[src/rtl/core/sis_pkg.sv]
// shared types for the stable insertion sorter
package sis_pkg;

  // sequencer modes: collect items, then drain the sorted run
  typedef enum logic {
    ST_LOAD  = 1'b0,
    ST_DRAIN = 1'b1
  } sis_state_t;

  // per-cycle command broadcast to every cell of the chain
  typedef struct packed {
    logic insert;  // place the broadcast item, larger entries move up one cell
    logic drain;   // every cell takes its upper neighbor, cell 0 leaves the chain
  } cell_ctrl_t;

endpackage

[src/rtl/core/sis_stream_ifs.sv]
// valid/ready channel interfaces for the sorter input and result streams
interface sis_in_if #(
  parameter int RATING_BITS = 16,
  parameter int TAG_BITS    = 8
);
  logic                          valid;
  logic                          ready;
  logic signed [RATING_BITS-1:0] rating;
  logic        [TAG_BITS-1:0]    tag;
  logic                          last;

  modport source (output valid, rating, tag, last, input ready);
  modport sink   (input valid, rating, tag, last, output ready);
endinterface

interface sis_out_if #(
  parameter int RATING_BITS = 16,
  parameter int TAG_BITS    = 8
);
  logic                          valid;
  logic                          ready;
  logic signed [RATING_BITS-1:0] sorted_rating;
  logic        [TAG_BITS-1:0]    sorted_tag;
  logic                          final_res;
  logic                          overflow;

  modport source (output valid, sorted_rating, sorted_tag, final_res, overflow, input ready);
  modport sink   (input valid, sorted_rating, sorted_tag, final_res, overflow, output ready);
endinterface

[src/rtl/core/sis_cell.sv]
// one slot of the sorted chain: holds an entry and trades it with its neighbors
module sis_cell #(
  parameter int RATING_BITS = 16,
  parameter int TAG_BITS    = 8
) (
  input  logic                          clk,
  input  sis_pkg::cell_ctrl_t           ctrl,
  input  logic                          occ,          // this slot holds an entry
  input  logic                          prev_occ,     // lower slot holds an entry
  input  logic                          prev_gt,      // lower slot is greater than the key
  input  logic signed [RATING_BITS-1:0] prev_rating,
  input  logic        [TAG_BITS-1:0]    prev_tag,
  input  logic signed [RATING_BITS-1:0] next_rating,
  input  logic        [TAG_BITS-1:0]    next_tag,
  input  logic signed [RATING_BITS-1:0] key_rating,
  input  logic        [TAG_BITS-1:0]    key_tag,
  output logic                          gt,
  output logic signed [RATING_BITS-1:0] rating,
  output logic        [TAG_BITS-1:0]    tag
);

  logic signed [RATING_BITS-1:0] rating_r, rating_nxt;
  logic        [TAG_BITS-1:0]    tag_r, tag_nxt;

  // strictly greater keeps equal ratings ahead of the new item
  assign gt = occ && (rating_r > key_rating);

  // slot update: shift up, take the new item, shift down, or hold
  always_comb begin
    rating_nxt = rating_r;
    tag_nxt    = tag_r;
    if (ctrl.insert) begin
      if (prev_gt) begin
        rating_nxt = prev_rating;
        tag_nxt    = prev_tag;
      end else if (prev_occ && (gt || !occ)) begin
        rating_nxt = key_rating;
        tag_nxt    = key_tag;
      end
    end else if (ctrl.drain) begin
      rating_nxt = next_rating;
      tag_nxt    = next_tag;
    end
  end

  // entry storage, no reset needed
  always_ff @(posedge clk) begin
    rating_r <= rating_nxt;
    tag_r    <= tag_nxt;
  end

  assign rating = rating_r;
  assign tag    = tag_r;

endmodule

[src/rtl/core/stable_insertion_sorter_top.sv]
// top level: chain of sorting cells with load/drain sequencer
//
//  channel   | dir | handshake        | payload
//  ----------+-----+------------------+------------------------------------------
//  in_ch     | in  | valid / ready    | rating, tag, last
//  out_ch    | out | valid / ready    | sorted_rating, sorted_tag, final_res, overflow
//
// One item is taken per cycle while loading; every cell compares against the
// broadcast key and the chain opens a gap in that same cycle.
// After an item with last, the run leaves one result per cycle from cell 0 while
// out_ch is ready; no input is taken until the run is out.
// Output stalls simply hold the chain. Synchronous active-low reset empties
// the store; no clearing pass is needed.
module stable_insertion_sorter_top #(
  parameter int CAPACITY    = 32,
  parameter int RATING_BITS = 16,
  parameter int TAG_BITS    = 8
) (
  input  logic      clk,
  input  logic      rst_n,
  sis_in_if.sink    in_ch,
  sis_out_if.source out_ch
);

  localparam int FILL_BITS = $clog2(CAPACITY + 1);

  sis_pkg::sis_state_t state_r, state_nxt;
  logic [FILL_BITS-1:0] fill_r, fill_nxt;
  logic                 dropped_r, dropped_nxt;

  sis_pkg::cell_ctrl_t  ctrl;
  logic                 in_xfer;
  logic                 out_xfer;
  logic                 full;
  logic                 in_rdy;
  logic                 out_vld;

  logic                          occ    [CAPACITY];
  logic                          gt     [CAPACITY];
  logic signed [RATING_BITS-1:0] rating [CAPACITY];
  logic        [TAG_BITS-1:0]    tag    [CAPACITY];

  // handshake decode
  assign in_xfer  = in_ch.valid && in_rdy;
  assign out_xfer = out_vld && out_ch.ready;
  assign full     = (fill_r == FILL_BITS'(CAPACITY));

  assign ctrl.insert = in_xfer && !full;
  assign ctrl.drain  = out_xfer;

  // chain of cells
  for (genvar i = 0; i < CAPACITY; i++) begin : g_cell
    assign occ[i] = (FILL_BITS'(i) < fill_r);

    if (i == 0) begin : g_first
      sis_cell #(.RATING_BITS(RATING_BITS), .TAG_BITS(TAG_BITS)) u_cell (
        .clk        (clk),
        .ctrl       (ctrl),
        .occ        (occ[i]),
        .prev_occ   (1'b1),
        .prev_gt    (1'b0),
        .prev_rating(in_ch.rating),
        .prev_tag   (in_ch.tag),
        .next_rating(rating[i+1]),
        .next_tag   (tag[i+1]),
        .key_rating (in_ch.rating),
        .key_tag    (in_ch.tag),
        .gt         (gt[i]),
        .rating     (rating[i]),
        .tag        (tag[i])
      );
    end else if (i == CAPACITY - 1) begin : g_last
      sis_cell #(.RATING_BITS(RATING_BITS), .TAG_BITS(TAG_BITS)) u_cell (
        .clk        (clk),
        .ctrl       (ctrl),
        .occ        (occ[i]),
        .prev_occ   (occ[i-1]),
        .prev_gt    (gt[i-1]),
        .prev_rating(rating[i-1]),
        .prev_tag   (tag[i-1]),
        .next_rating(rating[i]),
        .next_tag   (tag[i]),
        .key_rating (in_ch.rating),
        .key_tag    (in_ch.tag),
        .gt         (gt[i]),
        .rating     (rating[i]),
        .tag        (tag[i])
      );
    end else begin : g_mid
      sis_cell #(.RATING_BITS(RATING_BITS), .TAG_BITS(TAG_BITS)) u_cell (
        .clk        (clk),
        .ctrl       (ctrl),
        .occ        (occ[i]),
        .prev_occ   (occ[i-1]),
        .prev_gt    (gt[i-1]),
        .prev_rating(rating[i-1]),
        .prev_tag   (tag[i-1]),
        .next_rating(rating[i+1]),
        .next_tag   (tag[i+1]),
        .key_rating (in_ch.rating),
        .key_tag    (in_ch.tag),
        .gt         (gt[i]),
        .rating     (rating[i]),
        .tag        (tag[i])
      );
    end
  end

  // next state
  always_comb begin
    state_nxt = state_r;
    case (state_r)
      sis_pkg::ST_LOAD: begin
        if (in_xfer && in_ch.last) state_nxt = sis_pkg::ST_DRAIN;
      end
      sis_pkg::ST_DRAIN: begin
        if (out_xfer && (fill_r == FILL_BITS'(1))) state_nxt = sis_pkg::ST_LOAD;
      end
      default: state_nxt = sis_pkg::ST_LOAD;
    endcase
  end

  // state outputs
  always_comb begin
    in_rdy  = 1'b0;
    out_vld = 1'b0;
    case (state_r)
      sis_pkg::ST_LOAD:  in_rdy  = 1'b1;
      sis_pkg::ST_DRAIN: out_vld = 1'b1;
      default: begin
        in_rdy  = 1'b0;
        out_vld = 1'b0;
      end
    endcase
  end

  // fill count and overflow flag
  always_comb begin
    fill_nxt    = fill_r;
    dropped_nxt = dropped_r;
    if (ctrl.insert) fill_nxt = fill_r + FILL_BITS'(1);
    else if (ctrl.drain) fill_nxt = fill_r - FILL_BITS'(1);
    if (in_xfer && full) dropped_nxt = 1'b1;
    else if (out_xfer && (fill_r == FILL_BITS'(1))) dropped_nxt = 1'b0;
  end

  always_ff @(posedge clk) begin
    if (!rst_n) begin
      state_r   <= sis_pkg::ST_LOAD;
      fill_r    <= '0;
      dropped_r <= 1'b0;
    end else begin
      state_r   <= state_nxt;
      fill_r    <= fill_nxt;
      dropped_r <= dropped_nxt;
    end
  end

  // result channel driven straight from the bottom cell
  assign in_ch.ready          = in_rdy;
  assign out_ch.valid         = out_vld;
  assign out_ch.sorted_rating = rating[0];
  assign out_ch.sorted_tag    = tag[0];
  assign out_ch.final_res     = (fill_r == FILL_BITS'(1));
  assign out_ch.overflow      = dropped_r;

  // checks
  a_fill_bound: assert property (@(posedge clk) disable iff (!rst_n)
    fill_r <= FILL_BITS'(CAPACITY))
    else $error("fill count above capacity");

  a_modes_exclusive: assert property (@(posedge clk) disable iff (!rst_n)
    !(in_rdy && out_vld))
    else $error("input and output open together");

  a_drain_nonempty: assert property (@(posedge clk) disable iff (!rst_n)
    out_vld |-> (fill_r != '0))
    else $error("draining an empty chain");

  a_last_starts_drain: assert property (@(posedge clk) disable iff (!rst_n)
    (in_xfer && in_ch.last) |=> out_vld)
    else $error("run not emitted after last item");

  a_final_clears: assert property (@(posedge clk) disable iff (!rst_n)
    (out_xfer && out_ch.final_res) |=> (in_rdy && (fill_r == '0) && !dropped_r))
    else $error("store not cleared after final result");

endmodule
[src/flat_wrapper.sv]
// flat-port wrapper written by rule: the top's interface ports become plain ports
module stable_insertion_sorter_top_flat 
#(
  parameter int CAPACITY    = 32,
  parameter int RATING_BITS = 16,
  parameter int TAG_BITS    = 8
)
  (clk, rst_n, in_ch_valid, in_ch_rating, in_ch_tag, in_ch_last, in_ch_ready, out_ch_valid, out_ch_sorted_rating, out_ch_sorted_tag, out_ch_final_res, out_ch_overflow, out_ch_ready);
  sis_in_if #(.RATING_BITS(RATING_BITS), .TAG_BITS(TAG_BITS)) in_ch_i ();
  sis_out_if #(.RATING_BITS(RATING_BITS), .TAG_BITS(TAG_BITS)) out_ch_i ();
  input  logic clk;
  input  logic rst_n;
  input wire logic [$bits(in_ch_i.valid)-1:0] in_ch_valid;
  input wire logic [$bits(in_ch_i.rating)-1:0] in_ch_rating;
  input wire logic [$bits(in_ch_i.tag)-1:0] in_ch_tag;
  input wire logic [$bits(in_ch_i.last)-1:0] in_ch_last;
  output wire logic [$bits(in_ch_i.ready)-1:0] in_ch_ready;
  output wire logic [$bits(out_ch_i.valid)-1:0] out_ch_valid;
  output wire logic [$bits(out_ch_i.sorted_rating)-1:0] out_ch_sorted_rating;
  output wire logic [$bits(out_ch_i.sorted_tag)-1:0] out_ch_sorted_tag;
  output wire logic [$bits(out_ch_i.final_res)-1:0] out_ch_final_res;
  output wire logic [$bits(out_ch_i.overflow)-1:0] out_ch_overflow;
  input wire logic [$bits(out_ch_i.ready)-1:0] out_ch_ready;
  assign in_ch_i.valid = in_ch_valid;
  assign in_ch_i.rating = in_ch_rating;
  assign in_ch_i.tag = in_ch_tag;
  assign in_ch_i.last = in_ch_last;
  assign in_ch_ready = in_ch_i.ready;
  assign out_ch_valid = out_ch_i.valid;
  assign out_ch_sorted_rating = out_ch_i.sorted_rating;
  assign out_ch_sorted_tag = out_ch_i.sorted_tag;
  assign out_ch_final_res = out_ch_i.final_res;
  assign out_ch_overflow = out_ch_i.overflow;
  assign out_ch_i.ready = out_ch_ready;
  stable_insertion_sorter_top #(.CAPACITY(CAPACITY), .RATING_BITS(RATING_BITS), .TAG_BITS(TAG_BITS)) u_core (.clk(clk), .rst_n(rst_n), .in_ch(in_ch_i), .out_ch(out_ch_i));
endmodule
[config.mk]
export PLATFORM = sky130hd
export DESIGN_NAME = stable_insertion_sorter_top_flat
export DESIGN_NICKNAME = d
export VERILOG_FILES = /design/src/rtl/core/sis_pkg.sv /design/src/rtl/core/sis_stream_ifs.sv /design/src/rtl/core/sis_cell.sv /design/src/rtl/core/stable_insertion_sorter_top.sv /design/src/flat_wrapper.sv
export SDC_FILE = /design/constraint.sdc
export NUM_CORES = 2
export LEC_CHECK = 0
export BUFFER_PORTS_ARGS = -buffer_cell sky130_fd_sc_hd__buf_2
export CAP_MARGIN = 20
export CELL_PAD_IN_SITES_DETAIL_PLACEMENT = 1
export CELL_PAD_IN_SITES_GLOBAL_PLACEMENT = 1
export CORE_MARGIN = 2
export CORE_UTILIZATION = 40
export CTS_CLUSTER_DIAMETER = 40
export DETAILED_ROUTE_END_ITERATION = 6
export GPL_TIMING_DRIVEN = 0
export PLACE_DENSITY_LB_ADDON = 0.1
export RECOVER_POWER = 50
export SYNTH_ARGS = -nofsm -noshare
export SYNTH_HDL_FRONTEND = slang
export SYNTH_SLANG_ARGS = --single-unit
[constraint.sdc]
create_clock -name clk -period 16 [get_ports clk]
set_input_delay 3.2 -clock clk [delete_from_list [all_inputs] [get_ports clk]]
set_output_delay 3.2 -clock clk [all_outputs]
set_load 0.03 [all_outputs]
==> results.txt <==
----------------------------------------------------
[Run status]
  Status ... finished with violations
  Violations in the final reports ... capacitance limit, slew limit

[Clock tree]
  Cts hold-fix bufs ... 0
  Root Driver ... clkbuf_16
  Number of buffers created by CTS ... 154
  Clock transition at path regs ... 0.06 ns
  Number of sinks handled by clock tree synthesis ... 776
  Worst-case clock buffer depth ... 3
  Clock insertion delay at the later pin of the skew report ... 0.80 ns
  TritonCTS clock tree ... built
  CTS HTree Levels ... 4
  Setup Fix Bufs, Post-CTS ... 0
  Cells resized by post-CTS repair ... 0

[Synth]
  Cell Area, Synth ... 0.0497 mm^2
  Seq/Total Area, Yosys ... 46.7%
  Number of synthesized register bits ... 776
  Commonest register cell after synthesis ... edfxtp_1
  Proportion of synthesized flip-flops having asynchronous set or reset ... 0%
  Number of enable-type register cells in the synthesized netlist ... 768
  Cell variety after synth ... 81
  Post-synthesis average cell area ... 10.8 um^2
  Number of nets produced by synthesis ... 5158
  Synth Instances ... 4614
  Warnings from Yosys ... 0

[STA]
  Count of endpoints failing setup in the final report ... 0
  Max-slew headroom ... -79.0%
  Final-report max-slew violation count ... 88
  Setup Total Neg Slack ... 0 ns
  Worst setup margin ... 6.67 ns
  Hold violation count in the final report ... 0
  Maximum clock frequency ... 107 MHz
  Period utilisation layout ... 58.3%
  Setup repair after global routing missed its margin ... false
  Final worst path period need ... 9.33 ns
  Worst hold-check slack ... 0.561 ns
  Measured slew at the worst slew-check pin ... 2.69 ns
  Clk_skew ... 0.0259 ns

[GRT]
  Global-route wire length before repair ... 334000 um
  Via count of the first global-routing pass ... 44779
  Pin count of the biggest net entering global routing ... 25
  Total global routing track utilization ... 37.0%
  Initial antenna violation count ... 14
  Global route total overflow ... 0

[Placed design]
  Setup WS pre-CTS ... 8.05 ns
  Final HPWL from detailed placement ... 181000 um
  Port buffer count ... 56
  RD Place Congestion ... 0.926

[Die]
  Die outline area ... 0.127 mm^2
  Core Box Area ... 0.123 mm^2
  I/O pin total ... 57
  Horiz. Die Dim ... 357 um
  Number of placement rows ... 129
  Starting density of the core ... 40.3%
  Vertical die dimension ... 357 um

[Worst setup path]
  Crit. End Element ... flip-flop
  Data arrival, critical path ... 9.88 ns
  Classification of the worst setup path ... in -> reg
  Critical Path Fanout Max ... 18
  Crit path launch ... in_ch_rating[12]
  Register-to-register path setup slack ... 9.01 ns
  Reg2reg start ... u_core.fill_r[1]
  Number of cells on the worst reg-to-reg path ... 12
  CP startpoint kind ... input pin
  Data required, critical path ... 16.56 ns

[Cells and area]
  Ratio of cells with drive above 1 in the final layout ... 10.7%
  Util after Layout ... 47.4%
  Most frequent standard cell in the layout excluding fill and tap cells ... edfxtp_1
  Net count reported at finish ... 5432
  Area Overhead vs Synth ... 17.6%
  Commonest cells after routing, fill and taps aside ... edfxtp_1, a221o_1, ha_1, nor2_1, nand2_1

[Hold path]
  Hold_sp ... u_core.g_cell[31].g_last.u_cell.tag[5]
  Kind of path behind the tightest hold check ... reg -> reg
  Hold Path Stages ... 1

[Power and ir drop]
  Pwr dens ... 137 mW/mm^2
  Peak VDD IR ... 118 uV
  Static leakage power ... 22.1 nW

[Detailed routing]
  Routed length per instance ... 35.9 um
  Total iterations of the first detailed-routing run ... 6
  Number of vias per cell ... 6.81
  Violation count after the first detailed-routing iteration ... 5673
  Routed vias ... 45360
  Drt drc ... 0
  Sum of routed wire length over all layers ... 239000 um
  Number of nets with antenna violations after detailed routing ... 0

[Job]
  Total of max-cap violations ... 7

----------------------------------------------------
-- report_power, final --
group | switching, mW | total, mW | internal [mW]
logic | 1.18 | 1.76 | 0.577
registers | 0.240 | 2.81 | 2.57
clock network | 1.24 | 3.46 | 2.22
total | 2.66 | 8.02 | 5.36
-- per-stage QoR --
step | total power, mW | area (um^2) | cells
after floorplan | 3.76 | 49700 | 4614
after global placement | 4.44 | 52100 | 6307
after detailed placement | 4.54 | 53400 | 6368
after CTS | 7.99 | 58800 | 6653
after global routing | 8.23 | 58500 | 6654
final | 8.02 | 58500 | 6662
-- final cells by class --
type | instances | area, um^2
Timing Repair Buffer | 118 | 1240
Clock buffer | 172 | 3960
Clock inverter | 113 | 1450
Multi-Input combinational cell | 3396 | 24700
Sequential cell | 776 | 23200
Inverter | 91 | 342
Fill cell | 13214 | 65000
Antenna cell | 8 | 20.0
Tap cell | 1637 | 2050
Buffer | 351 | 1490
-- kinds of logic (layout without fill, tap and decap cells) --
group                    count (synthesis)  after routing  share of synthesized area [%]
AO/OA/AOI/OAI                         1459           1459                           22.4
XOR/XNOR                                 4              4                         0.0704
adder cells (fa/ha/maj)                515            515                           13.0
buffers and inverters                  442            845                           3.84
flip-flops                             776            776                           46.7
multiplexers                            61             61                           1.30
other                                    0              8                              0
AND/OR/NAND/NOR                       1357           1357                           12.8
-- critical path, stage by stage --
cell      delay [ns]
clkbuf_1        0.21
inv_1           0.99
clkbuf_1        1.42
ha_1            0.36
nand3_1         0.14
nor4_1          0.43
a21bo_1         0.27
nor2b_1         0.13
o211ai_1        0.15
clkbuf_1        0.66
clkbuf_1        0.99
nor3b_1         0.39
nor2_2          0.24
buf_8           0.22
-- Yosys cell counts, types with 6 or more instances --
| master | n | share of area, % |
|---|---|---|
| inv_1 | 91 | 0.69 |
| and3_1 | 19 | 0.24 |
| mux2_2 | 29 | 0.66 |
| clkbuf_1 | 191 | 1.4 |
| o211ai_1 | 53 | 0.80 |
| nor4_1 | 22 | 0.28 |
| and2_1 | 105 | 1.3 |
| or3_1 | 9 | 0.11 |
| buf_2 | 142 | 1.4 |
| ha_1 | 515 | 13 |
| o21ai_0 | 233 | 2.3 |
| a2111oi_0 | 11 | 0.19 |
| a31oi_1 | 65 | 0.82 |
| mux2i_1 | 32 | 0.64 |
| a21oi_1 | 236 | 2.4 |
| o21a_1 | 17 | 0.26 |
| nand4_1 | 99 | 1.2 |
| nand2_1 | 410 | 3.1 |
| buf_1 | 6 | 0.045 |
| buf_6 | 7 | 0.16 |
| dfxtp_1 | 8 | 0.32 |
| or4_1 | 11 | 0.17 |
| a22oi_1 | 140 | 2.1 |
| a21o_1 | 45 | 0.68 |
| nand2b_1 | 30 | 0.38 |
| edfxtp_1 | 768 | 46 |
| nor3_1 | 26 | 0.26 |
| nor3b_1 | 8 | 0.12 |
| a31o_2 | 6 | 0.11 |
| nor2_1 | 449 | 3.4 |
| o31ai_1 | 11 | 0.17 |
| a221o_1 | 530 | 11 |
| or2_2 | 13 | 0.16 |
| o21bai_1 | 9 | 0.14 |
| nand3_1 | 76 | 0.76 |
| nor2b_1 | 38 | 0.48 |
| and4_1 | 11 | 0.19 |
| a21boi_0 | 9 | 0.14 |
| a211oi_1 | 21 | 0.32 |
| o22ai_1 | 12 | 0.15 |
-- per-layer routing --
| metal | global-route usage (%) | vias up | share of wire [%] |
|---|---|---|---|
| met5 | 0 | - | 0 |
| met4 | 18.2 | 0 | 5.1 |
| met3 | 6.99 | 543 | 9.0 |
| met2 | 56.5 | 2414 | 44 |
| met1 | 50.1 | 23406 | 42 |
| li1 | - | 18997 | - |
-- registers in the layout (all words and copies together), names as in the netlist --
| register | count |
|---|---|
| u_core.g_cell.g_mid.u_cell.rating | 480 |
| u_core.g_cell.g_mid.u_cell.tag | 240 |
| u_core.g_cell.g_first.u_cell.rating | 16 |
| u_core.g_cell.g_last.u_cell.rating | 16 |
| u_core.g_cell.g_first.u_cell.tag | 8 |
| u_core.g_cell.g_last.u_cell.tag | 8 |
| u_core.fill_r | 6 |
| u_core.out_ch.overflow | 1 |
| u_core.state_r | 1 |
-- worst paths after layout --
kind,end
setup reg to reg,u_core.g_cell[14].g_mid.u_cell.rating[15]
setup / recovery,u_core.g_cell[29].g_mid.u_cell.rating[5]
hold reg to reg,u_core.g_cell[30].g_mid.u_cell.tag[5]
hold / removal,u_core.g_cell[30].g_mid.u_cell.tag[5]
Note: power is estimated with default switching activity, not from simulation.
